`config.mk`:
```
export PLATFORM = sky130hd
export DESIGN_NAME = indexed_insert_delete_list_flat
export DESIGN_NICKNAME = d
export VERILOG_FILES = /design/src/hdl/iidl_pkg.sv /design/src/hdl/iidl_if.sv /design/src/hdl/iidl_ram.sv /design/src/hdl/indexed_insert_delete_list.sv /design/src/flat_wrapper.sv
export SDC_FILE = /design/constraint.sdc
export NUM_CORES = 1
export LEC_CHECK = 0
export ABC_AREA = 1
export BUFFER_PORTS_ARGS = -buffer_cell sky130_fd_sc_hd__buf_4
export CORE_ASPECT_RATIO = 0.75
export CORE_MARGIN = 5
export CORE_UTILIZATION = 30
export CTS_CLUSTER_DIAMETER = 80
export DETAILED_ROUTE_END_ITERATION = 10
export SYNTH_ARGS = -nofsm -noshare
export SYNTH_HDL_FRONTEND = slang
export SYNTH_SLANG_ARGS = --single-unit
```
`constraint.sdc`:
```
create_clock -name clock -period 5.6 [get_ports clock]
set_input_delay 0.84 -clock clock [delete_from_list [all_inputs] [get_ports clock]]
set_output_delay 0.84 -clock clock [all_outputs]
set_load 0.05 [all_outputs]
```
`src/hdl/iidl_pkg.sv`:
```
// Package for the indexed insert/delete list: field widths, request kinds,
// status codes and default sizes. Depends on nothing.
package iidl_pkg;

   localparam int POS_WIDTH    = 5;
   localparam int IO_WIDTH     = 32;
   localparam int COUNT_WIDTH  = 5;
   localparam int FUNC_WIDTH   = 2;
   localparam int STATUS_WIDTH = 2;

   localparam int DEF_CAPACITY    = 16;
   localparam int DEF_VALUE_WIDTH = 32;

   typedef logic [FUNC_WIDTH-1:0]   func_type;
   typedef logic [STATUS_WIDTH-1:0] status_type;

   localparam func_type FUNC_INSERT = 2'd0;
   localparam func_type FUNC_REMOVE = 2'd1;
   localparam func_type FUNC_READ   = 2'd2;
   localparam func_type FUNC_WRITE  = 2'd3;

   localparam status_type ST_OK    = 2'd0;
   localparam status_type ST_RANGE = 2'd1;
   localparam status_type ST_FULL  = 2'd2;

endpackage

```
`src/hdl/iidl_if.sv`:
```
// Valid/ready channel interfaces for requests and responses of the list.
// Depends on iidl_pkg.
interface iidl_req_if import iidl_pkg::*; ();
   logic                        valid;
   logic                        ready;
   func_type                    func;
   logic [POS_WIDTH-1:0]        position;
   logic signed [IO_WIDTH-1:0]  item_value;

   modport source (output valid, func, position, item_value, input ready);
   modport sink   (input valid, func, position, item_value, output ready);
endinterface

interface iidl_rsp_if import iidl_pkg::*; ();
   logic                        valid;
   logic                        ready;
   logic signed [IO_WIDTH-1:0]  result_value;
   status_type                  status;
   logic [COUNT_WIDTH-1:0]      element_count;

   modport source (output valid, result_value, status, element_count, input ready);
   modport sink   (input valid, result_value, status, element_count, output ready);
endinterface

```
`src/hdl/iidl_ram.sv`:
```
// Generic single-write, single-read RAM with registered read data.
// Depends on nothing.
module iidl_ram #(
   parameter int WIDTH = 32,
   parameter int DEPTH = 16
) (
   input  logic                     clock,
   input  logic                     wr_en,
   input  logic [$clog2(DEPTH)-1:0] wr_addr,
   input  logic [WIDTH-1:0]         wr_data,
   input  logic                     rd_en,
   input  logic [$clog2(DEPTH)-1:0] rd_addr,
   output logic [WIDTH-1:0]         rd_data
);

   logic [WIDTH-1:0] mem_ff [DEPTH];
   logic [WIDTH-1:0] rd_data_ff;

   always_ff @(posedge clock) begin
      if (wr_en) begin
         mem_ff[wr_addr] <= wr_data;
      end
      if (rd_en) begin
         rd_data_ff <= mem_ff[rd_addr];
      end
   end

   assign rd_data = rd_data_ff;

endmodule

```
`src/hdl/indexed_insert_delete_list.sv`:
```
// Steps: error to S_DONE; read via S_FETCH, S_CAP; write adds S_PUT; insert shifts the
// entries from the position up (S_INS_RD, S_INS_WR), then S_PUT; remove does S_FETCH,
// S_CAP, then shifts the later entries down (S_DEL_RD, S_DEL_WR). One transaction at a
// time: ready returns with the response; a stalled response holds the sequencer in S_DONE.
// Shift cost is set by the single RAM port pair: a read state, then a write state per entry.
// Reset (synchronous, active high) empties the list; the store needs no clearing.
module indexed_insert_delete_list import iidl_pkg::*; #(
   parameter int CAPACITY    = DEF_CAPACITY,
   parameter int VALUE_WIDTH = DEF_VALUE_WIDTH
) (
   input  logic       clock,
   input  logic       reset,
   iidl_req_if.sink   req_ch,
   iidl_rsp_if.source rsp_ch
);

   localparam int AW   = (CAPACITY > 1) ? $clog2(CAPACITY) : 1;
   localparam int CW   = $clog2(CAPACITY + 1);
   localparam int CMPW = (CW > POS_WIDTH) ? CW : POS_WIDTH;

   // Sequencer states
   localparam logic [3:0] S_IDLE   = 4'd0;
   localparam logic [3:0] S_INS_RD = 4'd1;
   localparam logic [3:0] S_INS_WR = 4'd2;
   localparam logic [3:0] S_PUT    = 4'd3;
   localparam logic [3:0] S_FETCH  = 4'd4;
   localparam logic [3:0] S_CAP    = 4'd5;
   localparam logic [3:0] S_DEL_RD = 4'd6;
   localparam logic [3:0] S_DEL_WR = 4'd7;
   localparam logic [3:0] S_DONE   = 4'd8;

   logic [3:0]             state_ff, state_in;
   func_type               func_ff, func_in;
   logic [CW-1:0]          pos_ff, pos_in;
   logic [CW-1:0]          cur_ff, cur_in;
   logic [CW-1:0]          count_ff, count_in;
   logic [VALUE_WIDTH-1:0] val_ff, val_in;
   logic [IO_WIDTH-1:0]    res_ff, res_in;
   status_type             status_ff, status_in;

   logic                   rsp_valid_ff, rsp_valid_in;
   logic [IO_WIDTH-1:0]    out_value_ff, out_value_in;
   status_type             out_status_ff, out_status_in;
   logic [COUNT_WIDTH-1:0] out_count_ff, out_count_in;

   logic                   req_fire;
   logic                   slot_free;
   logic [CMPW-1:0]        pos_x, cnt_x;
   logic [63:0]            item_ext, rd_ext;
   logic [CW-1:0]          cur_step, last_idx;
   logic                   step_down;

   logic                   ram_wr_en, ram_rd_en;
   logic [AW-1:0]          ram_wr_addr, ram_rd_addr;
   logic [VALUE_WIDTH-1:0] ram_wr_data, ram_rd_data;

   iidl_ram #(
      .WIDTH (VALUE_WIDTH),
      .DEPTH (CAPACITY)
   ) u_store (
      .clock   (clock),
      .wr_en   (ram_wr_en),
      .wr_addr (ram_wr_addr),
      .wr_data (ram_wr_data),
      .rd_en   (ram_rd_en),
      .rd_addr (ram_rd_addr),
      .rd_data (ram_rd_data)
   );

   assign req_ch.ready = (state_ff == S_IDLE);
   assign req_fire     = req_ch.valid && req_ch.ready;
   assign slot_free    = !rsp_valid_ff || rsp_ch.ready;

   assign pos_x    = CMPW'(req_ch.position);
   assign cnt_x    = CMPW'(count_ff);
   // Sign-extend the request value, then keep the stored width.
   assign item_ext = 64'(req_ch.item_value);
   // Stored value back to the 32-bit result field, sign-extended.
   assign rd_ext   = 64'($signed(ram_rd_data));
   assign last_idx = CW'(count_ff - 1'b1);

   // Shared cursor stepper: walks down for insert, up for remove.
   assign step_down = (state_ff == S_INS_RD) || (state_ff == S_INS_WR);
   assign cur_step  = step_down ? CW'(cur_ff - 1'b1) : CW'(cur_ff + 1'b1);

   always_comb begin
      state_in      = state_ff;
      func_in       = func_ff;
      pos_in        = pos_ff;
      cur_in        = cur_ff;
      count_in      = count_ff;
      val_in        = val_ff;
      res_in        = res_ff;
      status_in     = status_ff;
      rsp_valid_in  = rsp_valid_ff;
      out_value_in  = out_value_ff;
      out_status_in = out_status_ff;
      out_count_in  = out_count_ff;
      ram_wr_en     = 1'b0;
      ram_wr_addr   = cur_ff[AW-1:0];
      ram_wr_data   = ram_rd_data;
      ram_rd_en     = 1'b0;
      ram_rd_addr   = cur_step[AW-1:0];

      // Drop the response once the sink has taken it.
      if (rsp_valid_ff && rsp_ch.ready) begin
         rsp_valid_in = 1'b0;
      end

      case (state_ff)
         S_IDLE: begin
            if (req_fire) begin
               func_in   = req_ch.func;
               pos_in    = CW'(req_ch.position);
               val_in    = item_ext[VALUE_WIDTH-1:0];
               res_in    = '0;
               status_in = ST_OK;
               cur_in    = count_ff;
               if (req_ch.func == FUNC_INSERT) begin
                  if (pos_x > cnt_x) begin
                     status_in = ST_RANGE;
                     state_in  = S_DONE;
                  end else if (count_ff == CW'(CAPACITY)) begin
                     status_in = ST_FULL;
                     state_in  = S_DONE;
                  end else if (pos_x == cnt_x) begin
                     state_in = S_PUT;
                  end else begin
                     state_in = S_INS_RD;
                  end
               end else if (pos_x >= cnt_x) begin
                  status_in = ST_RANGE;
                  state_in  = S_DONE;
               end else begin
                  state_in = S_FETCH;
               end
            end
         end
         S_INS_RD: begin
            // Fetch the entry just below the cursor.
            ram_rd_en = 1'b1;
            state_in  = S_INS_WR;
         end
         S_INS_WR: begin
            // Move it up into the cursor slot, then step down.
            ram_wr_en = 1'b1;
            cur_in    = cur_step;
            state_in  = (cur_step == pos_ff) ? S_PUT : S_INS_RD;
         end
         S_PUT: begin
            ram_wr_en   = 1'b1;
            ram_wr_addr = pos_ff[AW-1:0];
            ram_wr_data = val_ff;
            if (func_ff == FUNC_INSERT) begin
               count_in = CW'(count_ff + 1'b1);
            end
            state_in = S_DONE;
         end
         S_FETCH: begin
            ram_rd_en   = 1'b1;
            ram_rd_addr = pos_ff[AW-1:0];
            state_in    = S_CAP;
         end
         S_CAP: begin
            res_in = rd_ext[IO_WIDTH-1:0];
            cur_in = pos_ff;
            case (func_ff)
               FUNC_WRITE: state_in = S_PUT;
               FUNC_REMOVE: begin
                  if (pos_ff == last_idx) begin
                     count_in = last_idx;
                     state_in = S_DONE;
                  end else begin
                     state_in = S_DEL_RD;
                  end
               end
               default: state_in = S_DONE;
            endcase
         end
         S_DEL_RD: begin
            // Fetch the entry just above the cursor.
            ram_rd_en = 1'b1;
            state_in  = S_DEL_WR;
         end
         S_DEL_WR: begin
            // Move it down into the cursor slot, then step up.
            ram_wr_en = 1'b1;
            cur_in    = cur_step;
            if (cur_step == last_idx) begin
               count_in = last_idx;
               state_in = S_DONE;
            end else begin
               state_in = S_DEL_RD;
            end
         end
         S_DONE: begin
            // Hold until the response register is free, then publish.
            if (slot_free) begin
               rsp_valid_in  = 1'b1;
               out_value_in  = res_ff;
               out_status_in = status_ff;
               out_count_in  = COUNT_WIDTH'(count_ff);
               state_in      = S_IDLE;
            end
         end
         default: state_in = S_IDLE;
      endcase
   end

   always_ff @(posedge clock) begin
      if (reset) begin
         state_ff     <= S_IDLE;
         count_ff     <= '0;
         rsp_valid_ff <= 1'b0;
      end else begin
         state_ff     <= state_in;
         count_ff     <= count_in;
         rsp_valid_ff <= rsp_valid_in;
      end
      func_ff       <= func_in;
      pos_ff        <= pos_in;
      cur_ff        <= cur_in;
      val_ff        <= val_in;
      res_ff        <= res_in;
      status_ff     <= status_in;
      out_value_ff  <= out_value_in;
      out_status_ff <= out_status_in;
      out_count_ff  <= out_count_in;
   end

   assign rsp_ch.valid         = rsp_valid_ff;
   assign rsp_ch.result_value  = out_value_ff;
   assign rsp_ch.status        = out_status_ff;
   assign rsp_ch.element_count = out_count_ff;

endmodule

```
`src/flat_wrapper.sv`:
```
// flat-port wrapper written by rule: the top's interface ports become plain ports
module indexed_insert_delete_list_flat import iidl_pkg::*;
#(
   parameter int CAPACITY    = DEF_CAPACITY,
   parameter int VALUE_WIDTH = DEF_VALUE_WIDTH
)
  (clock, reset, req_ch_valid, req_ch_func, req_ch_position, req_ch_item_value, req_ch_ready, rsp_ch_valid, rsp_ch_result_value, rsp_ch_status, rsp_ch_element_count, rsp_ch_ready);
  iidl_req_if req_ch_i ();
  iidl_rsp_if rsp_ch_i ();
  input  logic clock;
  input  logic reset;
  input wire logic [$bits(req_ch_i.valid)-1:0] req_ch_valid;
  input wire logic [$bits(req_ch_i.func)-1:0] req_ch_func;
  input wire logic [$bits(req_ch_i.position)-1:0] req_ch_position;
  input wire logic [$bits(req_ch_i.item_value)-1:0] req_ch_item_value;
  output wire logic [$bits(req_ch_i.ready)-1:0] req_ch_ready;
  output wire logic [$bits(rsp_ch_i.valid)-1:0] rsp_ch_valid;
  output wire logic [$bits(rsp_ch_i.result_value)-1:0] rsp_ch_result_value;
  output wire logic [$bits(rsp_ch_i.status)-1:0] rsp_ch_status;
  output wire logic [$bits(rsp_ch_i.element_count)-1:0] rsp_ch_element_count;
  input wire logic [$bits(rsp_ch_i.ready)-1:0] rsp_ch_ready;
  assign req_ch_i.valid = req_ch_valid;
  assign req_ch_i.func = req_ch_func;
  assign req_ch_i.position = req_ch_position;
  assign req_ch_i.item_value = req_ch_item_value;
  assign req_ch_ready = req_ch_i.ready;
  assign rsp_ch_valid = rsp_ch_i.valid;
  assign rsp_ch_result_value = rsp_ch_i.result_value;
  assign rsp_ch_status = rsp_ch_i.status;
  assign rsp_ch_element_count = rsp_ch_i.element_count;
  assign rsp_ch_i.ready = rsp_ch_ready;
  indexed_insert_delete_list #(.CAPACITY(CAPACITY), .VALUE_WIDTH(VALUE_WIDTH)) u_core (.clock(clock), .reset(reset), .req_ch(req_ch_i), .rsp_ch(rsp_ch_i));
endmodule
```
==> metrics.md <==
| Metric | Value |
|---|---|
| Die extent in y | `268 um` |
| Fin cells | `3275` |
| RSZ-0062 raised after global routing | `no` |
| CP endpoint kind | `flop` |
| Number of enable flip-flop cells after synthesis | `661` |
| Reg power frac | `between 40% and 50%` |
| Min-Delay Path Depth | `1` |
| Yosys top cell area share | `74.8%` |
| Htree depth | `3` |
| Die Area | `around 0.095 sq mm` |
| Max-slew violation count | `0` |
| Reg-to-reg startpoint | `u_core.state_ff[2]` |
| Sink Count | `671` |
| Sw frac | `24.9%` |
| Largest vdd supply drop | `around 0.21 mV` |
| Final Hold Fails | `0` |
| Reg2Reg Depth | `14` |
| Core area | `roughly 0.088 sq mm` |
| P_int | `8.95 mW` |
| Yosys warning count | `0` |
| Max Freq | `252 MHz` |
| Final Net Count | `2120` |
| Total GRT Usage | `13.9%` |
| Worst-margin pin slew | `between 1 and 1.5 ns` |
| Critical Path Start | `u_core.state_ff[2]` |
| GPL Wtd Cong | `0.823` |
| Syn nets | `2024` |
| Chip Width | `353 um` |
| Post-route ant nets | `0` |
| Post-route DRC violation count | `0` |
| Synthesized flop and latch total | `671` |
| Top_reg_cell synth | `edfxtp_1` |
| Routed vias/inst | `between 5 and 6` |
| Crit path cell chain | `nor2_1 > nand2_1 > nand2_2 > inv_1 > fa_1 > inv_1 > nand2_2 > o21ai_4 > buf_4 > buf_4 > o21ai_0 > o221ai_1 > o211ai_1 > nand2_1` |
| Hold slack | `0.400 ns` |
| Synth area leader | `edfxtp_1` |
| Period utilization | `around 70%` |
| GRT overflow | `0` |
| Area contributors post-synth | `edfxtp_1 (75%), o21ai_0 (4.8%), nor2_1 (4.8%)` |
| Skew final | `roughly 0.022 ns` |
| Status | `finished clean` |
| Cts repair resizes | `0` |
| Post-synth top cells | `edfxtp_1 (661), nor2_1 (342), o21ai_0 (257), nand2_1 (158), o221ai_1 (102)` |
| Gate power share | `11.7%` |
| Clk buf depth | `3` |
| Rel. slew slack | `around 28%` |
| DR WL/cell | `20.5 um` |
| WP data arrival | `4.45 ns` |
| Reg clk slew, reported paths | `0.06 ns` |
| Slowest-stage cell, CP | `buf_4` |
| Critical Path Source Type | `flop` |
| Clk_lat worst skew | `0.61 ns` |
| P per Cell Area | `384 mW/mm^2` |
| Setup Viol. Count Final | `0` |
| Routed WL | `~67 mm` |
| Placed cells | `3145` |
| Switch Pwr | `2.97 mW` |
| DRT iter0 DRCs | `1777` |
| Number of hold buffers added after CTS | `0` |
| CP Class | `reg2reg` |
| Max-Cap Viols | `0` |
| Synthesized area per cell | `between 10 and 15 sq um` |
| CP Buf/Inv Count | `4` |
| Syn Inst Count | `1970` |
| Vias in the first global route | `around 16k` |
| Pin count of the biggest net entering global routing | `133` |
| I/O Buffers | `83` |
| Syn Std Cell Area | `0.0265 sq mm` |
| Initial core utilization | `between 30% and 40%` |
| WP data required | `between 6 and 7 ns` |
| Post-CTS setup buffers | `0` |
| Total CTS buffers | `71` |
| Share of cells above drive strength 1 | `~14%` |
| Post-synth ARST share | `0%` |
| Seq/Total Area, Yosys | `between 70 and 80%` |
| Min-delay src | `req_ch_item_value[17]` |
| CP max FO | `65` |
| Min Tclk post-route | `roughly 4.0 ns` |
| First-pass GRT wire length | `102 mm` |
| IO Pins | `84` |
| Yosys cell types | `39` |
| Total Power | `11.9 mW` |
| Worst Hold Class | `in2reg` |
| Initial antenna violation count | `0` |
| TritonCTS clock tree | `done` |
| CP top delay family | `buffers and inverters` |
| Slowest stage delay, CP | `around 0.71 ns` |
| DR vias | `around 17k` |
| Clock root cell | `clkbuf_16` |
| Area grow syn2layout | `16.9%` |
| Pre-antenna DRT Iters | `5` |
| Leak Pwr | `10.3 nW` |
| Setup TNS | `0 ns` |
| Site Rows | `94` |
| Top-count cell post-synth | `edfxtp_1` |
| Post-detail-place hpwl | `35.8 mm` |
| Crit path depth | `14` |
| Clock Power Share | `40.5%` |
-- stage by stage --
step / cell area (sq um) / setup WS, ns / utilization [%]
global placement: 28600 / 1.87 / 32.6
CTS: 31000 / 1.67 / 35.4
global route: 31000 / 1.37 / 35.4
finish: 31000 / 1.63 / 35.4
floorplan: 26500 / 0.459 / -
detailed placement: 28600 / 1.69 / 32.6
-- layout make-up --
cell class              count  area [sq um]
clock inverters            47           478
clock buffers              82          1920
diodes                      1          2.50
multi-input cells        1092          5710
repair buffers            139          1070
inverters                  91           347
well taps                1152          1440
fillers                  8355         56700
flip-flops and latches    671         20000
-- metal layers --
| layer | part of all wire (%) | global-route usage, % | vias up | wire [um] |
|---|---|---|---|---|
| li1 | - | - | 7517 | - |
| met1 | 44 | 18.9 | 8346 | 29300 |
| met2 | 47 | 23.0 | 653 | 31800 |
| met3 | 6.7 | 2.79 | 118 | 4520 |
| met4 | 2.2 | 3.79 | 0 | 1490 |
| met5 | 0 | 0 | - | 0 |
-- sequential cells by signal (all words and copies together), names as in the netlist --
register and flops:
u_core.u_store.mem_ff 512, u_core.res_ff 32, u_core.rsp_ch.result_value 32, u_core.u_store.rd_data 32, u_core.val_ff 32, u_core.cnt_x 5, u_core.cur_ff 5, u_core.pos_ff 5
u_core.rsp_ch.element_count 5, u_core.state_ff 4, u_core.func_ff 2, u_core.rsp_ch.status 2, u_core.status_ff 2, u_core.rsp_ch.valid 1
-- power by group through the flow --
stage / clock network [mW] / registers, mW / logic (mW)
6_report: 4.83 / 5.70 / 1.39
5_1_grt: 5.14 / 5.71 / 1.55
4_1_cts: 4.93 / 5.71 / 1.40
3_5_place_dp: 0 / 5.81 / 1.39
3_3_place_gp: 0 / 5.81 / 1.36
2_1_floorplan: 0 / 5.87 / 0.913
-- path summary, 6_finish.rpt --
kind	to	slack [ns]
setup / recovery	u_core.u_store.rd_data[5]	1.63
setup reg to reg	u_core.u_store.rd_data[5]	1.63
hold / removal	u_core.val_ff[17]	0.40
hold reg to reg	u_core.rsp_ch.result_value[15]	0.41
-- logic make-up (layout without fill, tap and decap cells) --
group                    after synthesis  count (layout)  share of synthesized area, %
flip-flops                           671             671                          75.5
other                                  0               1                             0
adder cells (fa/ha/maj)               11              11                         0.547
AO/OA/AOI/OAI                        481             481                          11.1
buffers and inverters                207             359                          3.60
XOR/XNOR                               6               6                         0.198
AND/OR/NAND/NOR                      594             594                          9.06
-- cell usage in the layout, fill, tap and decap left out, drive strengths merged --
cell	n
a21boi	2
a21oi	11
a31oi	1
buf	139
bufinv	9
clkbuf	82
clkinv	32
clkinvlp	3
dfxtp	10
diode	1
edfxtp	661
fa	1
ha	10
inv	94
nand2	165
nand3	67
nand3b	2
nand4	10
nor2	346
nor3	3
nor4	1
o211ai	31
o21ai	302
o221ai	102
o22ai	32
xnor2	3
xor2	3
Power figures use the tool's default switching activity.
